### src/rtl/core/lfust_pkg.sv
package lfust_pkg;

   localparam int CSR_WIDTH      = 5;
   localparam int COUNT_WIDTH    = 16;
   localparam int AGE_WIDTH      = 32;
   localparam int SLOT_OUT_WIDTH = 4;
   localparam int EVICT_WIDTH    = 16;
   localparam int ACTION_WIDTH   = 2;

   localparam logic [COUNT_WIDTH-1:0] COUNT_MAX = '1;
   localparam logic [AGE_WIDTH-1:0]   AGE_MAX   = '1;

   localparam logic [ACTION_WIDTH-1:0] ACT_HIT     = 2'd0;
   localparam logic [ACTION_WIDTH-1:0] ACT_FILL    = 2'd1;
   localparam logic [ACTION_WIDTH-1:0] ACT_REPLACE = 2'd2;

   // Status that travels with the search word from cell to cell.
   typedef struct packed {
      logic valid;
      logic hit;
      logic best_valid;
   } lfust_flags_type;

   // Write-back command broadcast to every cell at the end of an item.
   typedef struct packed {
      logic valid;
      logic fill;
      logic bump;
   } lfust_upd_type;

endpackage

### src/rtl/core/lfust_cell.sv
module lfust_cell
   import lfust_pkg::*;
#(
   parameter int INDEX    = 0,
   parameter int ID_WIDTH = 16,
   parameter int IDX_W    = 4,
   parameter int CNT_W    = 5
) (
   input  logic                   clock,
   input  logic                   reset,
   input  logic [CNT_W-1:0]       live,
   input  logic [CNT_W-1:0]       active,
   input  lfust_flags_type        flags_in,
   input  logic [ID_WIDTH-1:0]    id_in,
   input  logic [IDX_W-1:0]       hit_idx_in,
   input  logic [COUNT_WIDTH-1:0] hit_cnt_in,
   input  logic [IDX_W-1:0]       best_idx_in,
   input  logic [COUNT_WIDTH-1:0] best_cnt_in,
   input  logic [AGE_WIDTH-1:0]   best_age_in,
   input  logic [ID_WIDTH-1:0]    best_id_in,
   output lfust_flags_type        flags_out,
   output logic [ID_WIDTH-1:0]    id_out,
   output logic [IDX_W-1:0]       hit_idx_out,
   output logic [COUNT_WIDTH-1:0] hit_cnt_out,
   output logic [IDX_W-1:0]       best_idx_out,
   output logic [COUNT_WIDTH-1:0] best_cnt_out,
   output logic [AGE_WIDTH-1:0]   best_age_out,
   output logic [ID_WIDTH-1:0]    best_id_out,
   input  lfust_upd_type          upd,
   input  logic [IDX_W-1:0]       upd_slot,
   input  logic [ID_WIDTH-1:0]    upd_id
);

   localparam logic [IDX_W-1:0] MY_IDX = IDX_W'(INDEX);
   localparam logic [CNT_W-1:0] MY_POS = CNT_W'(INDEX);

   logic [ID_WIDTH-1:0]    slot_id_ff;
   logic [COUNT_WIDTH-1:0] slot_cnt_ff;
   logic [AGE_WIDTH-1:0]   slot_age_ff;

   lfust_flags_type        flags_in_nx;
   lfust_flags_type        flags_ff;
   logic [ID_WIDTH-1:0]    id_ff;
   logic [IDX_W-1:0]       hit_idx_ff, hit_idx_in_nx;
   logic [COUNT_WIDTH-1:0] hit_cnt_ff, hit_cnt_in_nx;
   logic [IDX_W-1:0]       best_idx_ff, best_idx_in_nx;
   logic [COUNT_WIDTH-1:0] best_cnt_ff, best_cnt_in_nx;
   logic [AGE_WIDTH-1:0]   best_age_ff, best_age_in_nx;
   logic [ID_WIDTH-1:0]    best_id_ff, best_id_in_nx;
   logic                   in_live;
   logic                   in_active;

   assign in_live   = MY_POS < live;
   assign in_active = MY_POS < active;

   // Fold this slot into the passing search word: first match wins,
   // and the minimum prefers lower count, then greater age, then lower index.
   always_comb begin
      flags_in_nx    = flags_in;
      hit_idx_in_nx  = hit_idx_in;
      hit_cnt_in_nx  = hit_cnt_in;
      best_idx_in_nx = best_idx_in;
      best_cnt_in_nx = best_cnt_in;
      best_age_in_nx = best_age_in;
      best_id_in_nx  = best_id_in;
      if (flags_in.valid) begin
         if (in_live && !flags_in.hit) begin
            if (slot_id_ff == id_in) begin
               flags_in_nx.hit = 1'b1;
               hit_idx_in_nx   = MY_IDX;
               hit_cnt_in_nx   = slot_cnt_ff;
            end
         end
         if (in_active) begin
            if (!flags_in.best_valid || slot_cnt_ff < best_cnt_in ||
                (slot_cnt_ff == best_cnt_in && slot_age_ff > best_age_in)) begin
               flags_in_nx.best_valid = 1'b1;
               best_idx_in_nx = MY_IDX;
               best_cnt_in_nx = slot_cnt_ff;
               best_age_in_nx = slot_age_ff;
               best_id_in_nx  = slot_id_ff;
            end
         end
      end
   end

   always_ff @(posedge clock) begin
      if (reset) begin
         flags_ff <= '0;
      end else begin
         flags_ff <= flags_in_nx;
      end
   end

   always_ff @(posedge clock) begin
      id_ff       <= id_in;
      hit_idx_ff  <= hit_idx_in_nx;
      hit_cnt_ff  <= hit_cnt_in_nx;
      best_idx_ff <= best_idx_in_nx;
      best_cnt_ff <= best_cnt_in_nx;
      best_age_ff <= best_age_in_nx;
      best_id_ff  <= best_id_in_nx;
   end

   // Every slot ages on each write-back; a freshly written slot ends at age one.
   always_ff @(posedge clock) begin
      if (upd.valid) begin
         if (upd_slot == MY_IDX && upd.fill) begin
            slot_id_ff  <= upd_id;
            slot_cnt_ff <= COUNT_WIDTH'(1);
            slot_age_ff <= AGE_WIDTH'(1);
         end else begin
            if (slot_age_ff != AGE_MAX) begin
               slot_age_ff <= slot_age_ff + AGE_WIDTH'(1);
            end
            if (upd_slot == MY_IDX && upd.bump && slot_cnt_ff != COUNT_MAX) begin
               slot_cnt_ff <= slot_cnt_ff + COUNT_WIDTH'(1);
            end
         end
      end
   end

   assign flags_out    = flags_ff;
   assign id_out       = id_ff;
   assign hit_idx_out  = hit_idx_ff;
   assign hit_cnt_out  = hit_cnt_ff;
   assign best_idx_out = best_idx_ff;
   assign best_cnt_out = best_cnt_ff;
   assign best_age_out = best_age_ff;
   assign best_id_out  = best_id_ff;

endmodule

### src/rtl/core/lfu_slot_table_oldest_tiebreak.sv
// LFU slot table with oldest-first tie-break. Each request word carries one id; the
// table answers with the slot that was hit, filled or replaced, the action, the id
// that was evicted and the slot's new use count. The slots form a row of cells, and
// a search word walks the row one cell per clock, collecting the first match and the
// least-used, oldest slot. An item walks the chain, its decision settles in the
// pending registers, and then it is written back into the cells as the response
// register is loaded; the write-back waits while an earlier response is not yet
// taken. The next request is taken in the cycle after the write-back, even while
// the response is still waiting to be taken. csr_slots_in_use selects how many
// slots are used; 0 acts as 1 and values above SLOTS act as SLOTS.
module lfu_slot_table_oldest_tiebreak
   import lfust_pkg::*;
#(
   parameter int SLOTS    = 16,
   parameter int ID_WIDTH = 16
) (
   input  logic                      clock,
   input  logic                      reset,
   input  logic                      csr_valid,
   output logic                      csr_ready,
   input  logic [CSR_WIDTH-1:0]      csr_slots_in_use,
   input  logic                      req_valid,
   output logic                      req_ready,
   input  logic [ID_WIDTH-1:0]       req_candidate_id,
   output logic                      rsp_valid,
   input  logic                      rsp_ready,
   output logic [SLOT_OUT_WIDTH-1:0] rsp_slot_index,
   output logic [ACTION_WIDTH-1:0]   rsp_action,
   output logic [EVICT_WIDTH-1:0]    rsp_evicted_id,
   output logic [COUNT_WIDTH-1:0]    rsp_use_count
);

   localparam int IDX_W = $clog2(SLOTS);
   localparam int CNT_W = $clog2(SLOTS + 1);
   localparam int NW    = (CNT_W > CSR_WIDTH) ? CNT_W : CSR_WIDTH;

   localparam logic [1:0] ST_IDLE = 2'd0;
   localparam logic [1:0] ST_SCAN = 2'd1;
   localparam logic [1:0] ST_HOLD = 2'd2;

   logic [CSR_WIDTH-1:0]   csr_slots_ff;
   logic [1:0]             state_ff, state_in;
   logic [CNT_W-1:0]       filled_ff, filled_in;
   logic [CNT_W-1:0]       active;
   logic [CNT_W-1:0]       live;
   logic [NW-1:0]          csr_ext;

   logic [IDX_W-1:0]       pend_slot_ff, pend_slot_in;
   logic [ACTION_WIDTH-1:0] pend_action_ff, pend_action_in;
   logic [ID_WIDTH-1:0]    pend_evict_ff, pend_evict_in;
   logic [COUNT_WIDTH-1:0] pend_count_ff, pend_count_in;
   logic [ID_WIDTH-1:0]    pend_id_ff, pend_id_in;

   logic                   rsp_valid_ff, rsp_valid_in;
   logic [SLOT_OUT_WIDTH-1:0] rsp_slot_ff, rsp_slot_in;
   logic [ACTION_WIDTH-1:0] rsp_action_ff, rsp_action_in;
   logic [EVICT_WIDTH-1:0] rsp_evict_ff, rsp_evict_in;
   logic [COUNT_WIDTH-1:0] rsp_count_ff, rsp_count_in;

   logic                   out_free;
   logic                   accept;
   lfust_upd_type          upd;
   logic [IDX_W-1:0]       upd_slot;
   logic [ID_WIDTH-1:0]    upd_id;

   logic [SLOT_OUT_WIDTH+IDX_W-1:0]    slot_wide;
   logic [EVICT_WIDTH+ID_WIDTH-1:0]    evict_wide;

   lfust_flags_type        tok_flags    [SLOTS+1];
   logic [ID_WIDTH-1:0]    tok_id       [SLOTS+1];
   logic [IDX_W-1:0]       tok_hit_idx  [SLOTS+1];
   logic [COUNT_WIDTH-1:0] tok_hit_cnt  [SLOTS+1];
   logic [IDX_W-1:0]       tok_best_idx [SLOTS+1];
   logic [COUNT_WIDTH-1:0] tok_best_cnt [SLOTS+1];
   logic [AGE_WIDTH-1:0]   tok_best_age [SLOTS+1];
   logic [ID_WIDTH-1:0]    tok_best_id  [SLOTS+1];

   assign csr_ready = 1'b1;

   always_ff @(posedge clock) begin
      if (reset) begin
         csr_slots_ff <= CSR_WIDTH'(16);
      end else if (csr_valid) begin
         csr_slots_ff <= csr_slots_in_use;
      end
   end

   assign csr_ext = NW'(csr_slots_ff);

   always_comb begin
      priority if (csr_ext == '0) begin
         active = CNT_W'(1);
      end else if (csr_ext > NW'(SLOTS)) begin
         active = CNT_W'(SLOTS);
      end else begin
         active = CNT_W'(csr_ext);
      end
   end

   assign live = (filled_ff < active) ? filled_ff : active;

   assign req_ready = state_ff == ST_IDLE;
   assign accept    = req_valid && req_ready;
   assign out_free  = !rsp_valid_ff || rsp_ready;

   // The search word enters the chain at cell zero.
   assign tok_flags[0]    = '{valid: accept, hit: 1'b0, best_valid: 1'b0};
   assign tok_id[0]       = req_candidate_id;
   assign tok_hit_idx[0]  = '0;
   assign tok_hit_cnt[0]  = '0;
   assign tok_best_idx[0] = '0;
   assign tok_best_cnt[0] = '0;
   assign tok_best_age[0] = '0;
   assign tok_best_id[0]  = '0;

   for (genvar k = 0; k < SLOTS; k++) begin : g_cell
      lfust_cell #(
         .INDEX    (k),
         .ID_WIDTH (ID_WIDTH),
         .IDX_W    (IDX_W),
         .CNT_W    (CNT_W)
      ) u_cell (
         .clock        (clock),
         .reset        (reset),
         .live         (live),
         .active       (active),
         .flags_in     (tok_flags[k]),
         .id_in        (tok_id[k]),
         .hit_idx_in   (tok_hit_idx[k]),
         .hit_cnt_in   (tok_hit_cnt[k]),
         .best_idx_in  (tok_best_idx[k]),
         .best_cnt_in  (tok_best_cnt[k]),
         .best_age_in  (tok_best_age[k]),
         .best_id_in   (tok_best_id[k]),
         .flags_out    (tok_flags[k+1]),
         .id_out       (tok_id[k+1]),
         .hit_idx_out  (tok_hit_idx[k+1]),
         .hit_cnt_out  (tok_hit_cnt[k+1]),
         .best_idx_out (tok_best_idx[k+1]),
         .best_cnt_out (tok_best_cnt[k+1]),
         .best_age_out (tok_best_age[k+1]),
         .best_id_out  (tok_best_id[k+1]),
         .upd          (upd),
         .upd_slot     (upd_slot),
         .upd_id       (upd_id)
      );
   end

   always_comb begin
      state_in       = state_ff;
      filled_in      = filled_ff;
      pend_slot_in   = pend_slot_ff;
      pend_action_in = pend_action_ff;
      pend_evict_in  = pend_evict_ff;
      pend_count_in  = pend_count_ff;
      pend_id_in     = pend_id_ff;
      rsp_valid_in   = rsp_valid_ff && !rsp_ready;
      rsp_slot_in    = rsp_slot_ff;
      rsp_action_in  = rsp_action_ff;
      rsp_evict_in   = rsp_evict_ff;
      rsp_count_in   = rsp_count_ff;
      upd            = '0;
      upd_slot       = pend_slot_ff;
      upd_id         = pend_id_ff;
      slot_wide      = {{SLOT_OUT_WIDTH{1'b0}}, pend_slot_ff};
      evict_wide     = {{EVICT_WIDTH{1'b0}}, pend_evict_ff};

      unique case (state_ff)
         ST_IDLE: begin
            if (accept) begin
               state_in = ST_SCAN;
            end
         end
         ST_SCAN: begin
            if (tok_flags[SLOTS].valid) begin
               state_in   = ST_HOLD;
               pend_id_in = tok_id[SLOTS];
               priority if (tok_flags[SLOTS].hit) begin
                  pend_action_in = ACT_HIT;
                  pend_slot_in   = tok_hit_idx[SLOTS];
                  pend_evict_in  = '0;
                  pend_count_in  = (tok_hit_cnt[SLOTS] == COUNT_MAX) ? COUNT_MAX :
                                   tok_hit_cnt[SLOTS] + COUNT_WIDTH'(1);
               end else if (filled_ff < active) begin
                  pend_action_in = ACT_FILL;
                  pend_slot_in   = filled_ff[IDX_W-1:0];
                  pend_evict_in  = '0;
                  pend_count_in  = COUNT_WIDTH'(1);
               end else begin
                  pend_action_in = ACT_REPLACE;
                  pend_slot_in   = tok_best_idx[SLOTS];
                  pend_evict_in  = tok_best_id[SLOTS];
                  pend_count_in  = COUNT_WIDTH'(1);
               end
            end
         end
         ST_HOLD: begin
            if (out_free) begin
               state_in      = ST_IDLE;
               upd.valid     = 1'b1;
               upd.bump      = pend_action_ff == ACT_HIT;
               upd.fill      = pend_action_ff != ACT_HIT;
               rsp_valid_in  = 1'b1;
               rsp_slot_in   = slot_wide[SLOT_OUT_WIDTH-1:0];
               rsp_action_in = pend_action_ff;
               rsp_evict_in  = evict_wide[EVICT_WIDTH-1:0];
               rsp_count_in  = pend_count_ff;
               if (pend_action_ff == ACT_FILL) begin
                  filled_in = filled_ff + CNT_W'(1);
               end
            end
         end
         default: begin
            state_in = ST_IDLE;
         end
      endcase
   end

   always_ff @(posedge clock) begin
      if (reset) begin
         state_ff     <= ST_IDLE;
         filled_ff    <= '0;
         rsp_valid_ff <= 1'b0;
      end else begin
         state_ff     <= state_in;
         filled_ff    <= filled_in;
         rsp_valid_ff <= rsp_valid_in;
      end
   end

   always_ff @(posedge clock) begin
      pend_slot_ff   <= pend_slot_in;
      pend_action_ff <= pend_action_in;
      pend_evict_ff  <= pend_evict_in;
      pend_count_ff  <= pend_count_in;
      pend_id_ff     <= pend_id_in;
      rsp_slot_ff    <= rsp_slot_in;
      rsp_action_ff  <= rsp_action_in;
      rsp_evict_ff   <= rsp_evict_in;
      rsp_count_ff   <= rsp_count_in;
   end

   assign rsp_valid      = rsp_valid_ff;
   assign rsp_slot_index = rsp_slot_ff;
   assign rsp_action     = rsp_action_ff;
   assign rsp_evicted_id = rsp_evict_ff;
   assign rsp_use_count  = rsp_count_ff;

endmodule

### config.mk
export PLATFORM = sky130hd
export DESIGN_NAME = lfu_slot_table_oldest_tiebreak
export DESIGN_NICKNAME = d
export VERILOG_FILES = /design/src/rtl/core/lfust_pkg.sv /design/src/rtl/core/lfust_cell.sv /design/src/rtl/core/lfu_slot_table_oldest_tiebreak.sv
export SDC_FILE = /design/constraint.sdc
export NUM_CORES = 2
export LEC_CHECK = 0
export BUFFER_PORTS_ARGS = -buffer_cell sky130_fd_sc_hd__buf_4
export CORE_MARGIN = 4
export CORE_UTILIZATION = 64
export CTS_CLUSTER_DIAMETER = 150
export DETAILED_ROUTE_END_ITERATION = 10
export GPL_ROUTABILITY_DRIVEN = 0
export HOLD_SLACK_MARGIN = 0.1
export PLACE_DENSITY = 0.81
export SLEW_MARGIN = 20
export SYNTH_ARGS = -nofsm -noshare
export SYNTH_HDL_FRONTEND = slang
export SYNTH_SLANG_ARGS = --single-unit
### constraint.sdc
create_clock -name clock -period 5.4 [get_ports clock]
set_clock_uncertainty 0.15 [all_clocks]
set_input_delay 0.81 -clock clock [delete_from_list [all_inputs] [get_ports clock]]
set_output_delay 0.81 -clock clock [all_outputs]
set_load 0.02 [all_outputs]
; Word level (Yosys, flattened, before mapping)
; Index checks and enable logic that the tools add are counted.
[op_classes]
addsub = 34
magnitude_cmp = 64
eq_ne = 85
muxes = 384
bitwise = 3
reduce_logical = 240
[op_table]
columns = cell, count
row1 = 2-to-1 mux 16 bit, 149
row2 = 2-to-1 mux 32 bit, 58
row3 = adder 32 x 1 -> 32 bit (second input constant), 16
row4 = != test 32 bit (second input constant), 16
row5 = equality test 16 bit, 31
row6 = > comparator 32 bit, 15
row7 = 2-to-1 mux 4 bit, 86
row8 = adder 16 x 1 -> 16 bit (second input constant), 17
row9 = != test 16 bit (second input constant), 16
row10 = less-than comparator 16 bit, 15
row11 = AND reduction 2 bit, 53
row12 = logical AND 1 bit, 80
row13 = less-than comparator 4 x 5 -> 1 bit (first input constant), 16
row14 = 2-to-1 mux 1 bit, 66
row15 = nonzero test 2 bit, 33
row16 = less-than comparator 3 x 5 -> 1 bit (first input constant), 8
row17 = 2-to-1 mux 2 bit, 19
row18 = equality test 4 bit (second input constant), 8
row19 = zero test 1 bit, 32
row20 = logical OR 1 bit, 31
row21 = less-than comparator 1 x 5 -> 1 bit (first input constant), 4
row22 = less-than comparator 2 x 5 -> 1 bit (first input constant), 4
row23 = equality test 16 bit (second input constant), 1
row24 = equality test 4 x 3 -> 1 bit (second input constant), 4
row25 = other kinds (19), 32
[word_totals]
register_bits = 2784
input_bits = 26
output_inout_bits = 41
word_cells = 1027

; Depth between registers and ports, before layout
[logic_depth]
ltp_word = 9
ltp_mapped = 14
depth_no_buf = 10

; Modules after synthesis
; From an unflattened synthesis, not the netlist that was laid out.
[unflattened]
hier_cells = 10789
area_unflattened_um2 = 126168.5
[by_module_without_submodules]
columns = module, n_inst, cells_each, area_each_um2, seq_area_each_um2
row1 = lfust_cell at g_cell[7].u_cell, 1, 655, 7698.6, 4063.9
row2 = lfust_cell at g_cell[9].u_cell, 1, 667, 7687.4, 4063.9
row3 = lfust_cell at g_cell[4].u_cell, 1, 661, 7659.8, 4063.9
row4 = lfust_cell at g_cell[13].u_cell, 1, 652, 7656.1, 4063.9
row5 = lfust_cell at g_cell[3].u_cell, 1, 651, 7653.6, 4063.9
row6 = lfust_cell at g_cell[10].u_cell, 1, 664, 7647.3, 4063.9
row7 = lfust_cell at g_cell[6].u_cell, 1, 651, 7628.6, 4063.9
row8 = lfust_cell at g_cell[5].u_cell, 1, 653, 7623.6, 4063.9
row9 = lfust_cell at g_cell[8].u_cell, 1, 659, 7622.3, 4063.9
row10 = lfust_cell at g_cell[11].u_cell, 1, 661, 7608.5, 4063.9
row11 = lfust_cell at g_cell[15].u_cell, 1, 660, 7604.8, 4063.9
row12 = lfust_cell at g_cell[1].u_cell, 1, 655, 7596.0, 4063.9
row13 = lfust_cell at g_cell[2].u_cell, 1, 656, 7587.3, 4063.9
row14 = lfust_cell at g_cell[0].u_cell, 1, 657, 7582.3, 4063.9
row15 = 3 more rows, --, --, --, --

; Worst setup path after synthesis
; OpenSTA, ideal clock, no wires.
[synth_timing]
path_kind = input -> register
startpoint = input port rsp_ready
endpoint = register g_cell[3].u_cell.slot_age_ff[0], enable pin
setup_time_ps = 440
arrival_ps = 4203
required_time_ps = 4810
slack_ps = 607
stages = 7
path_buffers = 1
path_cell_list = nand2b_1 nand2_1 inv_1 and3_1 clkbuf_1 nand2_1 a41oi_1
[synth_via]
elab_chain_cells = 6
[synth_rtl]
columns = item, line_no
row1 = from (decl), lfu_slot_table_oldest_tiebreak.sv:26  ; input logic rsp_ready,
row2 = logical OR 1 bit (*), lfu_slot_table_oldest_tiebreak.sv:104  ; assign out_free = !rsp_valid_ff || rsp_ready;
row3 = 2-to-1 mux 3 bit (*), lfu_slot_table_oldest_tiebreak.sv:198  ; if (out_free) begin
row4 = 2-to-1 mux 3 bit (*), lfu_slot_table_oldest_tiebreak.sv:168  ; unique case (state_ff)
row5 = logical AND 1 bit, lfust_cell.sv:108  ; if (upd_slot == MY_IDX && upd.fill) begin
row6 = nonzero test 2 bit (no source line), --
row7 = AND reduction 2 bit (no source line) (*), --
row8 = to (signal assigned), lfust_cell.sv:114  ; slot_age_ff <= slot_age_ff + AGE_WIDTH'(1);
row9 = to (decl), lfust_cell.sv:39  ; logic [AGE_WIDTH-1:0] slot_age_ff;
; Every way passes the cells marked *; elsewhere a longest branch is shown, timed or not.
; A chain may end at the register's enable or synchronous reset.

; Final worst setup path
[layout_timing]
startpoint = register g_cell[2].u_cell.slot_cnt_ff[11]
endpoint = register g_cell[2].u_cell.best_id_ff[9]
[layout_via]
elab_chain_cells = 6
word_cells_on_any_way = 8
classes_between = order compare (1) / eq/ne (1) / mux (3) / reduce/logical (3)
[layout_rtl]
columns = item, line_no
row1 = from (decl), lfust_cell.sv:38  ; logic [COUNT_WIDTH-1:0] slot_cnt_ff;
row2 = from (signal assigned), lfust_cell.sv:117  ; slot_cnt_ff <= slot_cnt_ff + COUNT_WIDTH'(1);
row3 = less-than comparator 16 bit or equality test 16 bit (tied branches), "lfust_cell.sv:75, lfust_cell.sv:76"
row4 = logical OR 1 bit or logical AND 1 bit (tied branches), "lfust_cell.sv:75, lfust_cell.sv:76"
row5 = logical OR 1 bit (*), lfust_cell.sv:75  ; if (!flags_in.best_valid || slot_cnt_ff < best_cnt_in ||
row6 = 2-to-1 mux 16 bit (*), lfust_cell.sv:75
row7 = 2-to-1 mux 16 bit (*), lfust_cell.sv:74  ; if (in_active) begin
row8 = 2-to-1 mux 16 bit (*), lfust_cell.sv:66  ; if (flags_in.valid) begin
row9 = via g_cell[2].u_cell.best_id_in_nx[9], lfust_cell.sv:49  ; logic [ID_WIDTH-1:0] best_id_ff, best_id_in_nx;
row10 = to (signal assigned), lfust_cell.sv:102  ; best_id_ff <= best_id_in_nx;
row11 = to (decl), lfust_cell.sv:49
; Mark *: on every way through the listed nets, which the timed path passes. The rest lies on a longest branch.

==> reports/results.txt <==
Slew headroom = 20.3%
Sequential area share after synthesis = 53.5%
HP Class = reg2reg
Worst R2R Setup Slack = 1.04 ns
Die area = 201000 um2
Worst path slowest cell = nor4_1
Slew @ Worst Pin = 1.20 ns
ANT nets after route = 0
Worst path depth = 10
Mapped Area = 124000 um2
Post-Synthesis Cells = 11100
Critical Path Sink = g_cell[2].u_cell.best_id_out[9]
Count of final setup violators = 0
DIE WIDTH = 448 um
Clock tree buffer depth = 4
Post-Syn Nets = 11900
FF-to-FF End = g_cell[2].u_cell.best_id_out[9]
CP Capture Type = register
Vias/cell = 6.12
Crit-path leading delay family = simple AND/OR/NAND/NOR gates
Total of max-cap violations = 0
Iteration-0 DRC Markers = 8351
Drt wl/cell = 22.3 um
Most frequent cells in the layout = 1644 x dfxtp_1, 1116 x edfxtp_1, 1025 x nor2_1
Critical path buffers and inverters = 2
Initial antenna violation count = 7
Layout cells sized above 1 = 14.9%
Setup crit start kind = register
Vias in the first global route = 86200
Slew Viols, Final = 0
Largest net degree at the start of global routing = 110
Ports = 67
Primary FF master, synth = dfxtp_1
Clock root buffer master = clkbuf_16
Final TNS setup = 0 ns
CP arrival = 5.04 ns
Setup CP Type = reg2reg
Fmax = 229 MHz
CP most frequent cell = nand3_1
CTS tree = built
DR pass1 iterations = 9
RR Startpoint = g_cell[2].u_cell.slot_cnt_ff[11]
FILL cells = 12500
Tcrit/Tclk final = 80.8%
Fin crit period = 4.36 ns
RSZ-0062 raised after global routing = false
NumNets Final = 12000
Routed vias = 85500
Crit path largest cell delay = 0.84 ns
Pleak = 52.3 nW
Post-route DRC = 0
Seq cells post-synth = 2762
Overall Global Routing Usage = 30.5%
Reg clk slew, reported paths = 0.06 ns
Final wirelength = 311 mm
CTS buffer count = 285
Worst skew pair latency = 0.92 ns
Grt ovf = 0
Syn. warnings = 0
Most common cell after layout, fill and taps aside = dfxtp_1
Final std cells w/o fill = 14000
Final Hold Vio Count = 0
First-pass GRT wire length = 483 mm
Post-CTS Setup Bufs = 0
Initial Util = 64.4%
Placed Instances = 13400
H-tree depth = 5
R2R cell count = 10
Syn_area_per_cell = 11.2 um2
Die height = 448 um
Pwr/cell area = 346 nW/um2
Worst vdd ir = 0.000308 V
Number of synthesized flops with an enable pin = 1116
Critical path fanouts, max = 46
DP HPWL = 216 mm
Synth async-reset ratio = 0%
Outcome = finished clean
Worst Setup SP = g_cell[2].u_cell.slot_cnt_ff[11]
Rows = 161
Clock tree sinks = 2762
Critical-path cell list = ha_1 > nand4_1 > nor4_1 > o21ai_0 > a31oi_1 > a41o_2 > buf_12 > buf_4 > nand3_1 > nand3_1
Core ar. = 193000 um2
Critical Path RT = 6.07 ns
Yosys cell types = 79
Port Buffers = 65
Syn-to-layout area delta = 10.6%
## registers in the layout, summed over array words and instances, names as in the netlist, 4 cells and up
name	count
csr_ext	5
g_cell.u_cell.best_cnt_out	240
g_cell.u_cell.id_out	256
g_cell.u_cell.best_age_out	480
rsp_evicted_id	16
g_cell.u_cell.best_idx_out	49
g_cell.u_cell.best_id_out	256
rsp_use_count	16
pend_evict_ff	16
pend_slot_ff	4
g_cell.u_cell.slot_id_ff	256
pend_id_ff	16
g_cell.u_cell.slot_age_ff	512
rsp_slot_index	4
g_cell.u_cell.flags_out	47
g_cell.u_cell.hit_cnt_out	256
g_cell.u_cell.hit_idx_out	49
pend_count_ff	16
g_cell.u_cell.slot_cnt_ff	256
filled_ff	5
## per-stage QoR
step	worst slack [ns]	power [mW]	instance area, um2	hold WS (ns)	utilization (%)
floorplan	0.607	26.5	124000	0.199	-
global placement	1.23	27.7	128000	0.204	66.2
detailed placement	1.20	28.0	128000	0.203	66.2
CTS	1.22	47.6	137000	0.180	71.2
global route	0.931	49.1	137000	0.204	71.2
finish	1.04	47.5	137000	0.206	71.2
## synthesized netlist by cell type (58+ instances only)
cell / number / share of area (%)
dfxtp_1: 1646 / 27
edfxtp_1: 1116 / 27
nor2_1: 1033 / 3.1
mux2_2: 970 / 8.8
inv_1: 812 / 2.5
ha_1: 758 / 7.6
xor2_1: 612 / 4.3
nand2_1: 525 / 1.6
nand3_1: 428 / 1.7
a21oi_1: 408 / 1.6
xnor2_1: 304 / 2.1
nand4_1: 303 / 1.5
o21ai_0: 219 / 0.88
and3_1: 210 / 1.1
clkbuf_1: 174 / 0.53
and2_1: 154 / 0.78
nor3_1: 129 / 0.52
buf_2: 114 / 0.46
mux2i_1: 90 / 0.73
nor4_1: 87 / 0.44
nor2b_1: 86 / 0.43
a21o_1: 84 / 0.51
nor3b_1: 81 / 0.49
or3_1: 72 / 0.36
and4_1: 58 / 0.41
## routing by layer
layer / up-vias / wire, um / GRT usage [%]
met5: - / 25 / 0
met4: 4 / 20900 / 18.0
met3: 1081 / 19900 / 4.51
met2: 3638 / 152000 / 52.3
met1: 41400 / 118000 / 36.4
li1: 39400 / - / -
## report_power, final
group / switching, mW / total, mW / internal, mW
clock: 7.98 / 19.8 / 11.8
combinational: 2.13 / 4.09 / 1.97
sequential: 0.904 / 23.7 / 22.7
total: 11.0 / 47.5 / 36.5
## how the worst min path moves through the flow
stage                                 from                                 to  slack, ns  depth (start not counted)
2_1_floorplan   g_cell[9].u_cell.id_out[0]        g_cell[10].u_cell.id_out[0]       0.20                          0
3_3_place_gp    g_cell[5].u_cell.id_out[0]         g_cell[6].u_cell.id_out[0]       0.20                          0
3_5_place_dp   g_cell[3].u_cell.id_out[10]        g_cell[4].u_cell.id_out[10]       0.20                          0
4_1_cts                          req_valid  g_cell[0].u_cell.best_age_out[17]       0.18                          2
5_1_grt         g_cell[9].u_cell.id_out[0]        g_cell[10].u_cell.id_out[0]       0.20                          0
6_report       g_cell[13].u_cell.id_out[0]        g_cell[14].u_cell.id_out[0]       0.21                          0
## layout make-up
class	instances	area, um2	area share, %
Sequential cell	2762	66500	48.4
Multi-Input combinational cell	7131	53300	38.9
Clock buffer	401	8290	6.04
Tap cell	2526	3160	2.30
Inverter	828	3110	2.27
Timing Repair Buffer	219	1800	1.31
Clock inverter	97	1100	0.801
Antenna cell	1	2.50	0.00182
## cell families (layout without fill, tap and decap cells)
family / after synthesis / after routing / share of synthesized area, %
AOI/OAI and AO/OA: 1075 / 1075 / 5.57
and+or+nand+nor: 3295 / 3295 / 13.2
muxes: 1086 / 1086 / 9.80
DFF: 2762 / 2762 / 53.5
other: 1 / 2 / 0.00302
xor gates and xnor gates: 916 / 916 / 6.46
adders and majority gates: 758 / 758 / 7.64
buffers and inverters: 1187 / 1545 / 3.78
## timing repair
item / in CTS / in global routing
hold buffers: 28 / 0
resized for setup: 0 / 0
endpoints found under the hold margin: 24 / 0
Note: power is estimated with default switching activity, not from simulation.
